--- src/sv/mbsc_pkg.sv ---
`default_nettype none

package mbsc_pkg;

    // CRC-16-CCITT, MSB first, no reflection.
    localparam logic [15:0] CRC_POLY = 16'h1021;
    localparam logic [15:0] CRC_INIT = 16'hFFFF;

    // Four ones follow the CRC.
    localparam logic [15:0] TRAILER_WORD = 16'h000F;
    localparam logic [4:0]  TRAILER_BITS = 5'd4;
    localparam logic [4:0]  CRC_BITS     = 5'd16;
    localparam logic [4:0]  MAX_PIECE    = 5'd16;

    // Distance past the message end at which the trailer starts.
    localparam logic signed [12:0] REM_TRAILER = -13'sd16;

    // Stream widths, padded to whole bytes.
    localparam int S_TDATA_W = 24;
    localparam int M_TDATA_W = 24;
    localparam int APB_AW    = 5;

    typedef enum logic {
        OP_NEXT_BIT = 1'b0,
        OP_WRITE    = 1'b1
    } op_t;

    typedef enum logic [2:0] {
        REG_MESSAGE_BITS = 3'd0,
        REG_CHAR_BITS    = 3'd1,
        REG_CRC_ON       = 3'd2,
        REG_REPEAT_ON    = 3'd3,
        REG_LEAD_PATTERN = 3'd4,
        REG_LEAD_COUNT   = 3'd5
    } reg_idx_t;

    typedef struct packed {
        logic [10:0] message_bits;
        logic [4:0]  char_bits;
        logic        crc_on;
        logic        repeat_on;
        logic [15:0] lead_pattern;
        logic [4:0]  lead_count;
    } cfg_t;

    typedef enum logic [1:0] {
        ST_IDLE,
        ST_LOOK,
        ST_REREAD,
        ST_LOOK_AGAIN
    } state_t;

    // Controller to datapath.
    typedef struct packed {
        logic wr;
        logic step;
        logic second_pass;
    } cmd_t;

    // Datapath to controller.
    typedef struct packed {
        logic out_busy;
        logic need_reread;
    } stat_t;

    // One CRC step over a single message bit.
    function automatic logic [15:0] crc_step(input logic [15:0] crc, input logic b);
        logic fb;
        logic [15:0] c;
        fb = crc[15] ^ b;
        c  = {crc[14:0], 1'b0};
        if (fb) begin
            c = c ^ CRC_POLY;
        end
        return c;
    endfunction

endpackage

`default_nettype wire

--- src/sv/mbsc_regs.sv ---
`default_nettype none

module mbsc_regs
    import mbsc_pkg::*;
(
    input  wire logic              aclk,
    input  wire logic              aresetn,
    input  wire logic              psel,
    input  wire logic              penable,
    input  wire logic              pwrite,
    input  wire logic [APB_AW-1:0] paddr,
    input  wire logic [31:0]       pwdata,
    output logic      [31:0]       prdata,
    output logic                   pready,
    output cfg_t                   cfg
);

    cfg_t     cfg_reg;
    logic     wr_en;
    reg_idx_t idx;

    assign pready = 1'b1;
    assign idx    = reg_idx_t'(paddr[4:2]);
    assign wr_en  = psel && penable && pwrite && pready;
    assign cfg    = cfg_reg;

    // Register writes.
    always_ff @(posedge aclk) begin
        if (!aresetn) begin
            cfg_reg.message_bits <= 11'd0;
            cfg_reg.char_bits    <= 5'd10;
            cfg_reg.crc_on       <= 1'b0;
            cfg_reg.repeat_on    <= 1'b0;
            cfg_reg.lead_pattern <= 16'd0;
            cfg_reg.lead_count   <= 5'd0;
        end else if (wr_en) begin
            unique case (idx)
                REG_MESSAGE_BITS: cfg_reg.message_bits <= pwdata[10:0];
                REG_CHAR_BITS:    cfg_reg.char_bits    <= pwdata[4:0];
                REG_CRC_ON:       cfg_reg.crc_on       <= pwdata[0];
                REG_REPEAT_ON:    cfg_reg.repeat_on    <= pwdata[0];
                REG_LEAD_PATTERN: cfg_reg.lead_pattern <= pwdata[15:0];
                REG_LEAD_COUNT:   cfg_reg.lead_count   <= pwdata[4:0];
                default: ;
            endcase
        end
    end

    // Register reads.
    always_comb begin
        prdata = 32'd0;
        unique case (idx)
            REG_MESSAGE_BITS: prdata = 32'(cfg_reg.message_bits);
            REG_CHAR_BITS:    prdata = 32'(cfg_reg.char_bits);
            REG_CRC_ON:       prdata = 32'(cfg_reg.crc_on);
            REG_REPEAT_ON:    prdata = 32'(cfg_reg.repeat_on);
            REG_LEAD_PATTERN: prdata = 32'(cfg_reg.lead_pattern);
            REG_LEAD_COUNT:   prdata = 32'(cfg_reg.lead_count);
            default:          prdata = 32'd0;
        endcase
    end

endmodule

`default_nettype wire

--- src/sv/mbsc_ctrl.sv ---
`default_nettype none

module mbsc_ctrl
    import mbsc_pkg::*;
(
    input  wire logic  aclk,
    input  wire logic  aresetn,
    input  wire logic  s_tvalid,
    input  wire logic  s_op,
    output logic       s_tready,
    input  wire stat_t stat,
    output cmd_t       cmd
);

    state_t state_reg;
    state_t state_next;

    // State register.
    always_ff @(posedge aclk) begin
        if (!aresetn) begin
            state_reg <= ST_IDLE;
        end else begin
            state_reg <= state_next;
        end
    end

    // Next state and commands.
    always_comb begin
        state_next      = state_reg;
        s_tready        = 1'b0;
        cmd.wr          = 1'b0;
        cmd.step        = 1'b0;
        cmd.second_pass = 1'b0;
        unique case (state_reg)
            ST_IDLE: begin
                s_tready = 1'b1;
                if (s_tvalid) begin
                    if (op_t'(s_op) == OP_WRITE) begin
                        cmd.wr = 1'b1;
                    end else begin
                        state_next = ST_LOOK;
                    end
                end
            end
            ST_LOOK: begin
                // Wait until the output register can take the result.
                if (!stat.out_busy) begin
                    cmd.step = 1'b1;
                    if (stat.need_reread) begin
                        state_next = ST_REREAD;
                    end else begin
                        state_next = ST_IDLE;
                    end
                end
            end
            ST_REREAD: begin
                // The store read of the first slot lands this cycle.
                state_next = ST_LOOK_AGAIN;
            end
            ST_LOOK_AGAIN: begin
                if (!stat.out_busy) begin
                    cmd.step        = 1'b1;
                    cmd.second_pass = 1'b1;
                    state_next      = ST_IDLE;
                end
            end
            default: state_next = ST_IDLE;
        endcase
    end

endmodule

`default_nettype wire

--- src/sv/mbsc_dpath.sv ---
`default_nettype none

module mbsc_dpath
    import mbsc_pkg::*;
#(
    parameter int MSG_CHARS  = 64,
    parameter int CHAR_WIDTH = 16
) (
    input  wire logic        aclk,
    input  wire logic        aresetn,
    input  wire cfg_t        cfg,
    input  wire cmd_t        cmd,
    output stat_t            stat,
    input  wire logic [5:0]  char_index,
    input  wire logic [15:0] char_value,
    output logic             m_tvalid,
    input  wire logic        m_tready,
    output logic             m_bit,
    output logic             m_done,
    output logic [15:0]      m_count
);

    localparam int SLOT_W = (MSG_CHARS > 1) ? $clog2(MSG_CHARS) : 1;
    localparam logic [SLOT_W-1:0] SLOT_LAST = SLOT_W'(MSG_CHARS - 1);

    // Message store and its registered read port.
    logic [CHAR_WIDTH-1:0] store_mem [MSG_CHARS];
    logic [CHAR_WIDTH-1:0] rd_reg;

    logic [15:0]       shift_reg,    shift_next;
    logic [4:0]        owed_reg,     owed_next;
    logic [11:0]       pos_reg,      pos_next;
    logic [6:0]        cursor_reg,   cursor_next;
    logic [SLOT_W-1:0] slot_reg,     slot_next;
    logic [15:0]       crc_reg,      crc_next;
    logic [15:0]       restarts_reg, restarts_next;
    logic              src_reg,      src_next;
    logic              m_valid_reg;
    logic              m_bit_reg;
    logic              m_done_reg;
    logic [15:0]       m_count_reg;

    logic [15:0]        rd_word;
    logic [4:0]         cb;
    logic [4:0]         lc;
    logic signed [12:0] rem;
    logic               rem_pos;
    logic               cb_fits;
    logic [4:0]         loaded;
    logic [15:0]        sh;
    logic [4:0]         ow;
    logic [4:0]         ow_m1;
    logic               src;
    logic               fail;
    logic               restart;
    logic               bit_val;
    logic               done_val;
    logic               need_reread;

    always_ff @(posedge aclk) begin
        if (cmd.wr && (32'(char_index) < MSG_CHARS)) begin
            store_mem[SLOT_W'(char_index)] <= char_value[CHAR_WIDTH-1:0];
        end
        rd_reg <= store_mem[slot_reg];
    end

    assign rd_word = 16'(rd_reg);

    // Clamped widths and the distance to the message end.
    assign cb = (cfg.char_bits == 5'd0) ? 5'd1 :
                (cfg.char_bits > MAX_PIECE) ? MAX_PIECE : cfg.char_bits;
    assign lc = (cfg.lead_count > MAX_PIECE) ? MAX_PIECE : cfg.lead_count;
    assign rem = $signed({2'b00, cfg.message_bits}) - $signed({1'b0, pos_reg});
    assign rem_pos = !rem[12] && (rem != 13'sd0);
    assign cb_fits = rem_pos && (13'(cb) <= $unsigned(rem));
    assign loaded = cb_fits ? cb : rem[4:0];

    // Piece selection, restart and the bit taken in this step.
    always_comb begin
        shift_next    = shift_reg;
        owed_next     = owed_reg;
        pos_next      = pos_reg;
        cursor_next   = cursor_reg;
        slot_next     = slot_reg;
        crc_next      = crc_reg;
        restarts_next = restarts_reg;
        src_next      = src_reg;
        sh            = shift_reg;
        ow            = owed_reg;
        src           = src_reg;
        fail          = 1'b0;

        if (owed_reg == 5'd0) begin
            priority if (rem_pos) begin
                // Next character, cut to what remains of the message.
                sh       = rd_word;
                ow       = loaded;
                src      = cfg.crc_on;
                pos_next = pos_reg + 12'(loaded);
                if (cb_fits) begin
                    cursor_next = cursor_reg + 7'd1;
                    if ((cursor_reg == 7'h7F) || (slot_reg == SLOT_LAST)) begin
                        slot_next = '0;
                    end else begin
                        slot_next = slot_reg + 1'b1;
                    end
                end
            end else if ((rem == 13'sd0) && cfg.crc_on) begin
                sh       = crc_reg;
                ow       = CRC_BITS;
                src      = 1'b0;
                pos_next = pos_reg + 12'(CRC_BITS);
            end else if (rem == REM_TRAILER) begin
                sh       = TRAILER_WORD;
                ow       = TRAILER_BITS;
                src      = 1'b0;
                pos_next = pos_reg + 12'(TRAILER_BITS);
            end else begin
                fail = 1'b1;
            end
        end

        restart = fail && cfg.repeat_on && !cmd.second_pass;
        if (restart) begin
            crc_next      = CRC_INIT;
            pos_next      = 12'd0;
            cursor_next   = 7'd0;
            slot_next     = '0;
            restarts_next = restarts_reg + 16'd1;
            sh            = cfg.lead_pattern;
            ow            = lc;
            src           = 1'b0;
        end

        ow_m1       = ow - 5'd1;
        bit_val     = (ow != 5'd0) ? sh[ow_m1[3:0]] : 1'b0;
        done_val    = fail && !cfg.repeat_on;
        need_reread = restart && (lc == 5'd0);

        shift_next = sh;
        src_next   = src;
        if (ow != 5'd0) begin
            owed_next = ow_m1;
            if (src) begin
                crc_next = crc_step(crc_reg, bit_val);
            end
        end
    end

    assign stat.out_busy    = m_valid_reg && !m_tready;
    assign stat.need_reread = need_reread;

    // Cursor and CRC state.
    always_ff @(posedge aclk) begin
        if (!aresetn) begin
            shift_reg    <= 16'd0;
            owed_reg     <= 5'd0;
            pos_reg      <= 12'd0;
            cursor_reg   <= 7'd0;
            slot_reg     <= '0;
            crc_reg      <= CRC_INIT;
            restarts_reg <= 16'd0;
            src_reg      <= 1'b0;
        end else if (cmd.step) begin
            shift_reg    <= shift_next;
            owed_reg     <= owed_next;
            pos_reg      <= pos_next;
            cursor_reg   <= cursor_next;
            slot_reg     <= slot_next;
            crc_reg      <= crc_next;
            restarts_reg <= restarts_next;
            src_reg      <= src_next;
        end
    end

    // Output register valid flag.
    always_ff @(posedge aclk) begin
        if (!aresetn) begin
            m_valid_reg <= 1'b0;
        end else if (cmd.step && !need_reread) begin
            m_valid_reg <= 1'b1;
        end else if (m_tready) begin
            m_valid_reg <= 1'b0;
        end
    end

    // Output register payload.
    always_ff @(posedge aclk) begin
        if (cmd.step && !need_reread) begin
            m_bit_reg   <= bit_val;
            m_done_reg  <= done_val;
            m_count_reg <= restarts_next;
        end
    end

    assign m_tvalid = m_valid_reg;
    assign m_bit    = m_bit_reg;
    assign m_done   = m_done_reg;
    assign m_count  = m_count_reg;

endmodule

`default_nettype wire

--- src/sv/message_bit_serializer_crc.sv ---
`default_nettype none

// Message bit serializer with CRC-16-CCITT framing. Characters are written into
// a message store through the input stream (tuser high), and each request with
// tuser low returns the next bit of the message, most significant bit of each
// character first. With the CRC on, the CRC (polynomial 0x1021, start 0xFFFF)
// over the message bits follows, then four ones. At the end the block either
// reports done on every request or restarts with the lead pattern and counts
// the restart. A character write is stored straight from the idle state. A bit
// request is first accepted while the store read is registered, then the piece
// is picked and the bit taken. A restart with no lead bits needs a second
// store read of the first slot. A result still waiting on the output holds
// the request before its bit is taken.
module message_bit_serializer_crc
    import mbsc_pkg::*;
#(
    parameter int MSG_CHARS  = 64,
    parameter int CHAR_WIDTH = 16
) (
    input  wire logic                 aclk,
    input  wire logic                 aresetn,
    // Input stream.
    input  wire logic                 s_tvalid,
    output logic                      s_tready,
    // char_index [5:0], char_value [21:6], zero [23:22]
    input  wire logic [S_TDATA_W-1:0] s_tdata,
    // operation [0]
    input  wire logic                 s_tuser,
    // Result stream.
    output logic                      m_tvalid,
    input  wire logic                 m_tready,
    // bit_out [0], done_res [1], repeat_count [17:2], zero [23:18]
    output logic      [M_TDATA_W-1:0] m_tdata,
    // Configuration port.
    input  wire logic                 psel,
    input  wire logic                 penable,
    input  wire logic                 pwrite,
    input  wire logic [APB_AW-1:0]    paddr,
    input  wire logic [31:0]          pwdata,
    output logic      [31:0]          prdata,
    output logic                      pready
);

    cfg_t        cfg;
    cmd_t        cmd;
    stat_t       stat;
    logic        m_bit;
    logic        m_done;
    logic [15:0] m_count;

    mbsc_regs u_regs (
        .aclk    (aclk),
        .aresetn (aresetn),
        .psel    (psel),
        .penable (penable),
        .pwrite  (pwrite),
        .paddr   (paddr),
        .pwdata  (pwdata),
        .prdata  (prdata),
        .pready  (pready),
        .cfg     (cfg)
    );

    mbsc_ctrl u_ctrl (
        .aclk     (aclk),
        .aresetn  (aresetn),
        .s_tvalid (s_tvalid),
        .s_op     (s_tuser),
        .s_tready (s_tready),
        .stat     (stat),
        .cmd      (cmd)
    );

    mbsc_dpath #(
        .MSG_CHARS  (MSG_CHARS),
        .CHAR_WIDTH (CHAR_WIDTH)
    ) u_dpath (
        .aclk       (aclk),
        .aresetn    (aresetn),
        .cfg        (cfg),
        .cmd        (cmd),
        .stat       (stat),
        .char_index (s_tdata[5:0]),
        .char_value (s_tdata[21:6]),
        .m_tvalid   (m_tvalid),
        .m_tready   (m_tready),
        .m_bit      (m_bit),
        .m_done     (m_done),
        .m_count    (m_count)
    );

    assign m_tdata = {6'd0, m_count, m_done, m_bit};

endmodule

`default_nettype wire

--- config.mk ---
export PLATFORM = sky130hd
export DESIGN_NAME = message_bit_serializer_crc
export DESIGN_NICKNAME = d
export VERILOG_FILES = /design/src/sv/mbsc_pkg.sv /design/src/sv/mbsc_regs.sv /design/src/sv/mbsc_ctrl.sv /design/src/sv/mbsc_dpath.sv /design/src/sv/message_bit_serializer_crc.sv
export SDC_FILE = /design/constraint.sdc
export NUM_CORES = 1
export LEC_CHECK = 0
export ABC_CLOCK_PERIOD_IN_PS = 4900
export BUFFER_PORTS_ARGS = -buffer_cell sky130_fd_sc_hd__buf_2
export CAP_MARGIN = 10
export CORE_ASPECT_RATIO = 0.7
export CORE_MARGIN = 1
export CORE_UTILIZATION = 30
export CTS_CLUSTER_DIAMETER = 200
export DETAILED_ROUTE_END_ITERATION = 8
export PLACE_DENSITY = 0.45
export REMOVE_ABC_BUFFERS = 1
export SYNTH_ARGS = -nofsm -noshare
export SYNTH_HDL_FRONTEND = slang
export SYNTH_SLANG_ARGS = --single-unit
--- constraint.sdc ---
create_clock -name aclk -period 4.9 [get_ports aclk]
set_clock_uncertainty 0.05 [all_clocks]
set_input_delay 0 -clock aclk [delete_from_list [all_inputs] [get_ports aclk]]
set_output_delay 0 -clock aclk [all_outputs]
set_load 0.01 [all_outputs]
==> impl_metrics.yaml <==
sta:
  fin_crit_ns: 4.69
  slew_headroom_pct: 18.5
  fin_setup_tns_ns: 0
  rsz0062_at_grt: "yes"
  fin_crit_sh_pct: 95.7
  hold_viol: 0
  fin_ws_ns: 0.213
  slew_viol_final: 0
  fmax_ghz: 0.213
  setup_violations: 0
  tightest_slew_ns: 1.22
routing:
  wl_per_cell_um: 25.4
  drtIter0Drc: 2986
  drcViolationCount: 0
  postRouteAntennaNets: 0
  viasPerCell: 5.07
  dr_total_vias: 28425
  drtPass1Iterations: 5
  totalWireLength_um: 142000
floorplanning:
  rows: 123
  ios: 128
  die_x_um: 483
  coreArea_um2: 161000
  start_util_pct: 30.2
  die_y_um: 338
  die-area_um2: 163000
final_layout:
  layout-drive-gt1-share_pct: 21.9
  fin_util_pct: 35.5
  area_delta_synth_final_pct: 17.6
  fin_area_um2: 57100
  stdcell_count: 5610
  largest_register_ffs: 1024
  nFillCells: 15363
  fin_nets: 3485
yosys:
  ys_dominant_reg_cell: "edfxtp_1"
  synth-edff-count: 1042
  synthTopCellsByArea: "edfxtp_1 (64%), mux4_2 (6.9%), dfxtp_1 (5.7%)"
  yosys.area.top_type: "edfxtp_1"
  synth_cells: 3078
  synth_cell_types: 85
  yosysWarningCount: 0
  synth_seq_cells: 1179
  avgSynthCellArea_um2: 15.8
  synth_area_um2: 48500
  synth_top_area_share_pct: 64.5
  ys_seq_area_share_pct: 70.1
  synthArstFlopShare_pct: 0
global_routing:
  grt_pass1_vias: 26952
  antenna_found_initial: 21
  grt_first_pass_wirelength_um: 203000
  overflow: 0
  grt_max_degree: 68
  track_usage_pct: 17.2
worst_setup_path:
  startpoint_type: "flip-flop"
  end_kind: "flip-flop"
  crit_required_ns: 5.33
  cpMostUsedCell: "mux2i_1"
  max_stage_delay_ns: 0.42
  critPathSlowestCell: "dfxtp_1"
  crit_type: "flip-flop to flip-flop"
  critPathMaxFanout: 10
  r2r_cells: 16
  path_cells: "ha_1, a211oi_2, or3_1, or3_4, mux2i_4, o221ai_2, buf_4, o31ai_4, nand3_4, o311ai_4, buf_12, mux2i_1, mux2i_1, a211o_1, and3_1, and2_1"
  arrival_ns: 5.12
place:
  dp_cells: 5318
  routabilityCongestion: 0.830
  place_area_um2: 52500
  pre_cts_ws_ns: -0.0842
  hpwl_um: 87000
  io_buffers: 84
power:
  cellLeakagePower_uw: 0.0177
  peakVddDrop_mv: 0.459
  power.density_nw_per_um2: 475
cts:
  numCtsBuffers: 114
  cts_max_level: 3
  ctsLongestPathBuffers: 3
  clock_sinks: 1179
  cts-root-buf: "clkbuf_16"
  path_clk_slew_ns: 0.06
  clk_latency_ns: 0.74
  cts_tree: "yes"
hold_path:
  min_path_type: "input port to flip-flop"
  whs_path_depth: 5
status:
  outcome: "complete, no violations"
run:
  max_cap_viol_count: 0
## final cells by class
| type | count | area [um^2] | share of cell area [%] |
|---|---|---|---|
| Antenna cell | 5 | 12.5 | 0.0219 |
| Clock buffer | 141 | 3010 | 5.27 |
| Clock inverter | 67 | 579 | 1.01 |
| Inverter | 29 | 109 | 0.191 |
| Multi-Input combinational cell | 1699 | 13800 | 24.2 |
| Sequential cell | 1179 | 34000 | 59.7 |
| Tap cell | 2125 | 2660 | 4.66 |
| Timing Repair Buffer | 365 | 2870 | 5.02 |
## worst paths after layout
kind | start | endpoint | slack, ns
hold / removal | s_tdata[5] | u_dpath.store_mem[12][6]$_DFFE_PP_ | 0.03
hold reg to reg | u_dpath.shift_reg[7]$_SDFFE_PN0P_ | u_dpath.shift_reg[7]$_SDFFE_PN0P_ | 0.41
setup / recovery | u_regs.cfg[37]$_SDFFE_PN0P_ | u_dpath.m_bit$_DFFE_PP_ | 0.21
setup reg to reg | u_regs.cfg[37]$_SDFFE_PN0P_ | u_dpath.m_bit$_DFFE_PP_ | 0.21
## synthesized netlist by cell type, drive strengths merged, types with 23 or more instances
library cell	n
mux4	148
inv	29
xor2	27
xnor2	25
clkbuf	116
and3	23
mux2i	227
o221ai	67
o21ai	111
edfxtp	1042
nand3	37
dfxtp	137
o22ai	81
mux2	70
ha	26
a21oi	210
nand2	238
nor3	30
nor2	182
buf	76
## through the flow
step	power [uW]	hold WS [ns]
2_1_floorplan	16000	-0.00359
3_5_place_dp	18300	0.198
6_report	27100	0.0288
4_1_cts	27100	0.00191
5_1_grt	28300	0.0261
3_3_place_gp	18400	0.196
## layout by cell type (no fill, tap or decap), types with 81 or more instances in the layout
cell type  netlist  layout
buf_2            6      84
o22ai_1         81      81
dfxtp_1        137     132
clkbuf_16        0     115
nor2_1         178     150
mux2i_1        226     225
nand2_1        237     236
buf_4           31     198
o21ai_0        104      99
edfxtp_1      1042    1042
mux4_2         148     148
a21oi_1        209     206
## layer usage
layer	part of all wire, %	track usage [%]
met1	53	29.1
met2	39	22.5
met3	6.5	3.12
met4	1.4	2.86
met5	0	0
## cell families after synthesis
family          Yosys count  synth area share (%)
simple gates            588                  5.52
flops                  1179                  70.1
buf+inv                 221                  2.04
mux                     445                  13.2
other cells               2                0.0155
fa+ha+maj                28                 0.753
xor+xnor                 54                  1.03
compound gates          561                  7.30
## repair_timing
action	CTS	global route
cloned	0	0
hold buffers	70	0
buffers inserted	0	8
pin swaps	0	17
gates resized for setup	2	29
endpoints found under the hold margin	1064	0
endpoints found under the setup margin	4	25
## critical path: cells and delay by family (launching register included)
family	cells	cell delay, ns
AOI/OAI and AO/OA	5	1.24
adders and majority gates	1	0.39
buffers and inverters	2	0.41
DFF	1	0.42
muxes	3	0.46
and+or+nand+nor	5	1.43
## power by group
group          switching (uW)  leakage (uW)  internal, uW
clock network            3910       0.00174          4720
registers                 124        0.0105         11100
logic                    4230       0.00550          3070
total                    8270        0.0177         18900
Power figures use the tool's default switching activity.
